**config.mk**
```make
export PLATFORM = sky130hd
export DESIGN_NAME = lcgj_ctrl
export DESIGN_NICKNAME = d
export VERILOG_FILES = /design/src/hdl/lcgj_pkg.sv /design/src/hdl/lcgj_ctrl.sv
export SDC_FILE = /design/constraint.sdc
export NUM_CORES = 1
export LEC_CHECK = 0
export BUFFER_PORTS_ARGS = -buffer_cell sky130_fd_sc_hd__buf_2
export CORE_AREA = 2 2 39 41
export DETAILED_ROUTE_END_ITERATION = 8
export DIE_AREA = 0 0 41 43
export PLACE_DENSITY = 0.7
export SLEW_MARGIN = 20
export SYNTH_ARGS = -nofsm -noshare
export SYNTH_HDL_FRONTEND = slang
export SYNTH_SLANG_ARGS = --single-unit
```
**constraint.sdc**
```tcl
create_clock -name clk_i -period 2.46 [get_ports clk_i]
set_clock_uncertainty 0.1 [all_clocks]
set_input_delay 0.369 -clock clk_i [delete_from_list [all_inputs] [get_ports clk_i]]
set_output_delay 0.369 -clock clk_i [all_outputs]
set_load 0.03 [all_outputs]
```
**src/hdl/lcgj_pkg.sv**
```systemverilog
// Shared types, constants and helpers for the 128-bit LCG step unit.
`default_nettype none
package lcgj_pkg;

  localparam logic [127:0] LcgMult = 128'hdb36357734e34abb0050d0761fcdfc15;
  localparam logic [127:0] LcgAdd  = 128'h7;
  localparam logic [127:0] LcgMinv = 128'd295713064423480201165222953644432290621;

  // Limb products of a 128x128 product kept below 2^128, in issue order.
  localparam int unsigned NumParts = 10;

  typedef enum logic [1:0] {
    MODE_FWD  = 2'd0,
    MODE_INV  = 2'd1,
    MODE_SKIP = 2'd2,
    MODE_PASS = 2'd3
  } mode_e;

  typedef enum logic [3:0] {
    S_IDLE, S_FWD, S_INV, S_BIT, S_MN, S_CN, S_CC, S_MM, S_FIN, S_DONE
  } state_e;

  typedef enum logic [2:0] {
    SEL_FWD, SEL_INV, SEL_MN, SEL_CN, SEL_CC, SEL_MM, SEL_FIN
  } sel_e;

  typedef struct packed {
    logic load;
    logic mul_start;
    sel_e sel;
  } cmd_t;

  typedef struct packed {
    logic mul_done;
    logic n_bit;
    logic n_zero;
  } stat_t;

  // Limb indexes (i of a, j of b) of partial product k.
  function automatic logic [3:0] part_idx(input logic [3:0] k);
    logic [3:0] r;
    case (k)
      4'd0:    r = {2'd0, 2'd0};
      4'd1:    r = {2'd0, 2'd1};
      4'd2:    r = {2'd1, 2'd0};
      4'd3:    r = {2'd0, 2'd2};
      4'd4:    r = {2'd1, 2'd1};
      4'd5:    r = {2'd2, 2'd0};
      4'd6:    r = {2'd0, 2'd3};
      4'd7:    r = {2'd1, 2'd2};
      4'd8:    r = {2'd2, 2'd1};
      4'd9:    r = {2'd3, 2'd0};
      default: r = {2'd0, 2'd0};
    endcase
    return r;
  endfunction

endpackage
`default_nettype wire

```
**src/hdl/lcgj_ctrl.sv**
```systemverilog
// Controller: sequences the multiplies of step, inverse and jump-ahead.
`default_nettype none
module lcgj_ctrl import lcgj_pkg::*; (
  input  wire logic       clk_i,
  input  wire logic       rst_ni,
  input  wire logic       start,
  input  wire logic [1:0] mode_i,
  input  wire stat_t      stat_i,
  output cmd_t            cmd_o,
  output logic            busy,
  output logic            result_valid_o
);

  state_e state_q, state_d;
  logic   issued_q, issued_d;
  logic   mul_state;

  assign mul_state = (state_q == S_FWD) || (state_q == S_INV) || (state_q == S_MN) ||
                     (state_q == S_CN) || (state_q == S_CC) || (state_q == S_MM) ||
                     (state_q == S_FIN);

  // Next state
  always_comb begin
    state_d  = state_q;
    issued_d = issued_q;
    if (mul_state) begin
      if (!issued_q) begin
        issued_d = 1'b1;
      end else if (stat_i.mul_done) begin
        issued_d = 1'b0;
      end
    end
    case (state_q)
      S_IDLE: begin
        if (start) begin
          case (mode_e'(mode_i))
            MODE_FWD:  state_d = S_FWD;
            MODE_INV:  state_d = S_INV;
            MODE_SKIP: state_d = S_BIT;
            default:   state_d = S_DONE;
          endcase
        end
      end
      S_BIT: begin
        if (stat_i.n_zero) begin
          state_d = S_FIN;
        end else if (stat_i.n_bit) begin
          state_d = S_MN;
        end else begin
          state_d = S_CC;
        end
      end
      S_FWD, S_INV, S_FIN: if (issued_q && stat_i.mul_done) state_d = S_DONE;
      S_MN: if (issued_q && stat_i.mul_done) state_d = S_CN;
      S_CN: if (issued_q && stat_i.mul_done) state_d = S_CC;
      S_CC: if (issued_q && stat_i.mul_done) state_d = S_MM;
      S_MM: if (issued_q && stat_i.mul_done) state_d = S_BIT;
      S_DONE: state_d = S_IDLE;
      default: state_d = S_IDLE;
    endcase
  end

  // Outputs
  always_comb begin
    cmd_o.load      = (state_q == S_IDLE) && start;
    cmd_o.mul_start = mul_state && !issued_q;
    case (state_q)
      S_FWD:   cmd_o.sel = SEL_FWD;
      S_INV:   cmd_o.sel = SEL_INV;
      S_MN:    cmd_o.sel = SEL_MN;
      S_CN:    cmd_o.sel = SEL_CN;
      S_CC:    cmd_o.sel = SEL_CC;
      S_MM:    cmd_o.sel = SEL_MM;
      default: cmd_o.sel = SEL_FIN;
    endcase
    busy           = (state_q != S_IDLE);
    result_valid_o = (state_q == S_DONE);
  end

  always_ff @(posedge clk_i or negedge rst_ni) begin
    if (!rst_ni) begin
      state_q  <= S_IDLE;
      issued_q <= 1'b0;
    end else begin
      state_q  <= state_d;
      issued_q <= issued_d;
    end
  end

endmodule
`default_nettype wire

```
==> impl_metrics.yaml <==
power:
  internal_power_uw: 465
  net_sw_power_uw: 464
  netSwitchingFraction: 0.500
  seq_power_share: 0.229
  vdd_ir_max_mv: 0.534
  share_comb_of_total_power: 0.666
  power-per-cell-area_nw_per_um2: 1430
  clock_network_fraction_of_total_power: 0.105
  lkg_pwr_nw: 0.302
floorplanning:
  rows: 14
  num_io_pins: 15
  initial_standard_cell_utilization_of_the_core: 0.391
  coreArea_sq_um: 1380
  design.die.area_sq_um: 1760
  die-width_um: 41
  dieHeight_um: 43
grt:
  first_global_vias: 431
  track_usage: 0.152
  grt.busiest_layer: "met1"
  grt_util_met1: 0.225
  antenna_violations_before_repair: 0
  gr-usage-met3: 0.0471
  grt_pass1_wl_um: 1870
  grt_remaining_overflow: 0
  maximum_number_of_pins_on_one_net_before_global_route_repair: 18
  grt.met2_usage: 0.206
setup_path:
  critPathKind: "flip-flop to output port"
  critical_path.max_stage_delay_ns: 0.56
  crit_arrival_ns: 1.83
  critPathCaptureType: "output port"
  timing.critical_path.from_type: "flip-flop"
  worstPathRequired_ns: 1.99
  crit_path_buf_inv_count: 1
  cp_slowest_cell: "or4b_1"
  worstPathCellList: "or4b_1, o31a_2, a21oi_1, buf_2"
  crit_fanout: 17
  timing.critical_path.max_delay_family: "simple AND/OR/NAND/NOR gates"
timing:
  final-hold-violation-count: 0
  worst_slack_ns: 0.165
  report.final.slew_viol_count: 0
  rsz0062_at_grt: "no"
  final_critical_path_share_of_the_clock_period: 0.933
  max_slew.worst_pin.slew_ns: 0.450
  timing.final.setup_violations: 0
  whs_ns: 0.357
  setup-tns-final_ns: 0
  achievable-frequency_mhz: 436
  final_period_minus_worst_setup_slack_ns: 2.29
  maxSlewHeadroom: 0.700
logic_synthesis:
  ys_seq_elements: 5
  synthArstFlopShare: 1.00
  syn-num-nets: 73
  synth_edf_count: 0
  netlist_instances: 63
  yosys_warns: 0
  synth_ff_type: "dfrtp_1"
  synthDominantAreaCellType: "dfrtp_1"
  post-synth-top-area-fraction: 0.231
  post_synth_instance_area_sq_um: 541
  synth_sequential_area_ratio: 0.231
  dominant_cells_by_area_after_synthesis: "dfrtp_1 23%, a21oi_1 6.5%, mux2_4 5.6%"
  syn_area_per_cell_sq_um: 8.58
  synth_cell_types: 34
clock_tree:
  cts_hold_buf: 1
  clock_tree_from_tritoncts: "yes"
  cts_inserted_buffers: 3
  cts_sinks: 5
  clk_pin_slew_worst_paths_ns: 0.05
  cts.htree.levels: 1
  clockBufferDepth: 2
  post_cts_resized: 0
  clockRootBuffer: "clkbuf_4"
  cts_setup_buffers: 0
  clock_latency_ns: 0.25
detailed_routing:
  postRouteAntennaNets: 0
  vias: 515
  iteration_0_drc_count_of_the_detailed_router: 3
  finalWirelength_um: 1110
  routed_via_density: 5.42
  drt_first_pass_iters: 4
  average_wire_per_cell_in_the_routed_design_um: 11.7
  drc_errors: 0
cells_and_area:
  drive_above_1_share: 0.316
  n_antenna_cell: 0
  flow.area_growth_from_synthesis_pct: 19.9
  design.final.nets: 90
  final_core_utilization: 0.468
status:
  run_status: "finished, final reports clean"
run:
  maxCapViolCount: 0
placement:
  place_worst_setup_slack_ns: 0.428
  dp_hpwl_um: 822
  portBuffers: 14
  place_congestion: 0.731
hold_path:
  hold_path.class: "input port to asynchronous set/reset pin"
==> placed cells by master, fill, tap and decap left out, drive strengths merged, types with 2 or more instances in the layout <==
cell type / synthesis / routed
ha: 2 / 2
or4: 2 / 2
a31oi: 2 / 2
inv: 5 / 5
nor2b: 2 / 2
clkbuf: 3 / 4
nand2b: 3 / 3
nor2: 3 / 3
nand2: 4 / 4
buf: 2 / 16
mux2i: 2 / 2
dfrtp: 5 / 5
o21ai: 4 / 4
a21oi: 7 / 7
mux2: 2 / 2
==> cells by family (layout without fill, tap and decap cells) <==
logic type,after synthesis,count (layout),synth area share
adder cells (fa/ha/maj),2,2,0.0463
multiplexers,4,4,0.0926
AND/OR/NAND/NOR,19,19,0.220
buffers and inverters,10,26,0.0972
XOR/XNOR,2,2,0.0324
flip-flops,5,5,0.231
AO/OA/AOI/OAI,21,21,0.280
==> final cells by class <==
class | instances | area, sq um
timing repair buffer | 17 | 95.1
sequential | 5 | 125
fill | 136 | 736
tap | 16 | 20.0
inverter | 5 | 18.8
multi-input combinational | 48 | 363
clock buffer | 4 | 26.3
==> registers in the layout, indices dropped and copies added (netlist names) <==
register / flops
issued_q: 1
state_q: 4
==> metal layers <==
metal / vias to the layer above / routed length, um
met5: - / 0
met2: 13 / 507
met1: 241 / 550
met3: 0 / 56
li1: 261 / -
met4: 0 / 0
==> synth_stat cells (all sizes together), types with 2 or more instances <==
master,n
nor2,3
mux2i,2
o21ai,4
or4,2
ha,2
inv,5
nand2b,3
nor2b,2
buf,2
a21oi,7
clkbuf,3
mux2,2
dfrtp,5
nand2,4
a31oi,2
==> worst paths after layout <==
kind	start	end	slack, ns	cells past startpoint
min in group clk_i	stat_i[2]	state_q[2]$_DFFE_PN0P_	0.40	4
worst min-delay path	rst_ni	state_q[3]$_DFFE_PN0P_	0.36	2
worst max-delay path	state_q[0]$_DFFE_PN0P_	cmd_o[3]	0.17	4
worst min register to register	issued_q$_DFFE_PN0P_	issued_q$_DFFE_PN0P_	0.61	2
worst max register to register	state_q[0]$_DFFE_PN0P_	state_q[1]$_DFFE_PN0P_	0.44	4
max in group asynchronous	rst_ni	state_q[0]$_DFFE_PN0P_	1.77	2
==> stage by stage <==
step	total power [mW]	instance area (sq um)	std cells
floorplan	0.722	541	63
global placement	0.822	612	90
detailed placement	0.832	612	90
CTS	0.935	648	95
global route	1.01	648	95
finish	0.929	648	95
==> power groups by stage <==
stage	logic (mW)	clock network [mW]	registers, mW
3_5_place_dp	0.618	0	0.214
4_1_cts	0.622	0.101	0.212
6_report	0.618	0.0976	0.213
5_1_grt	0.674	0.111	0.225
3_3_place_gp	0.611	0	0.212
2_1_floorplan	0.571	0	0.151
(Power assumes the default switching activity.)
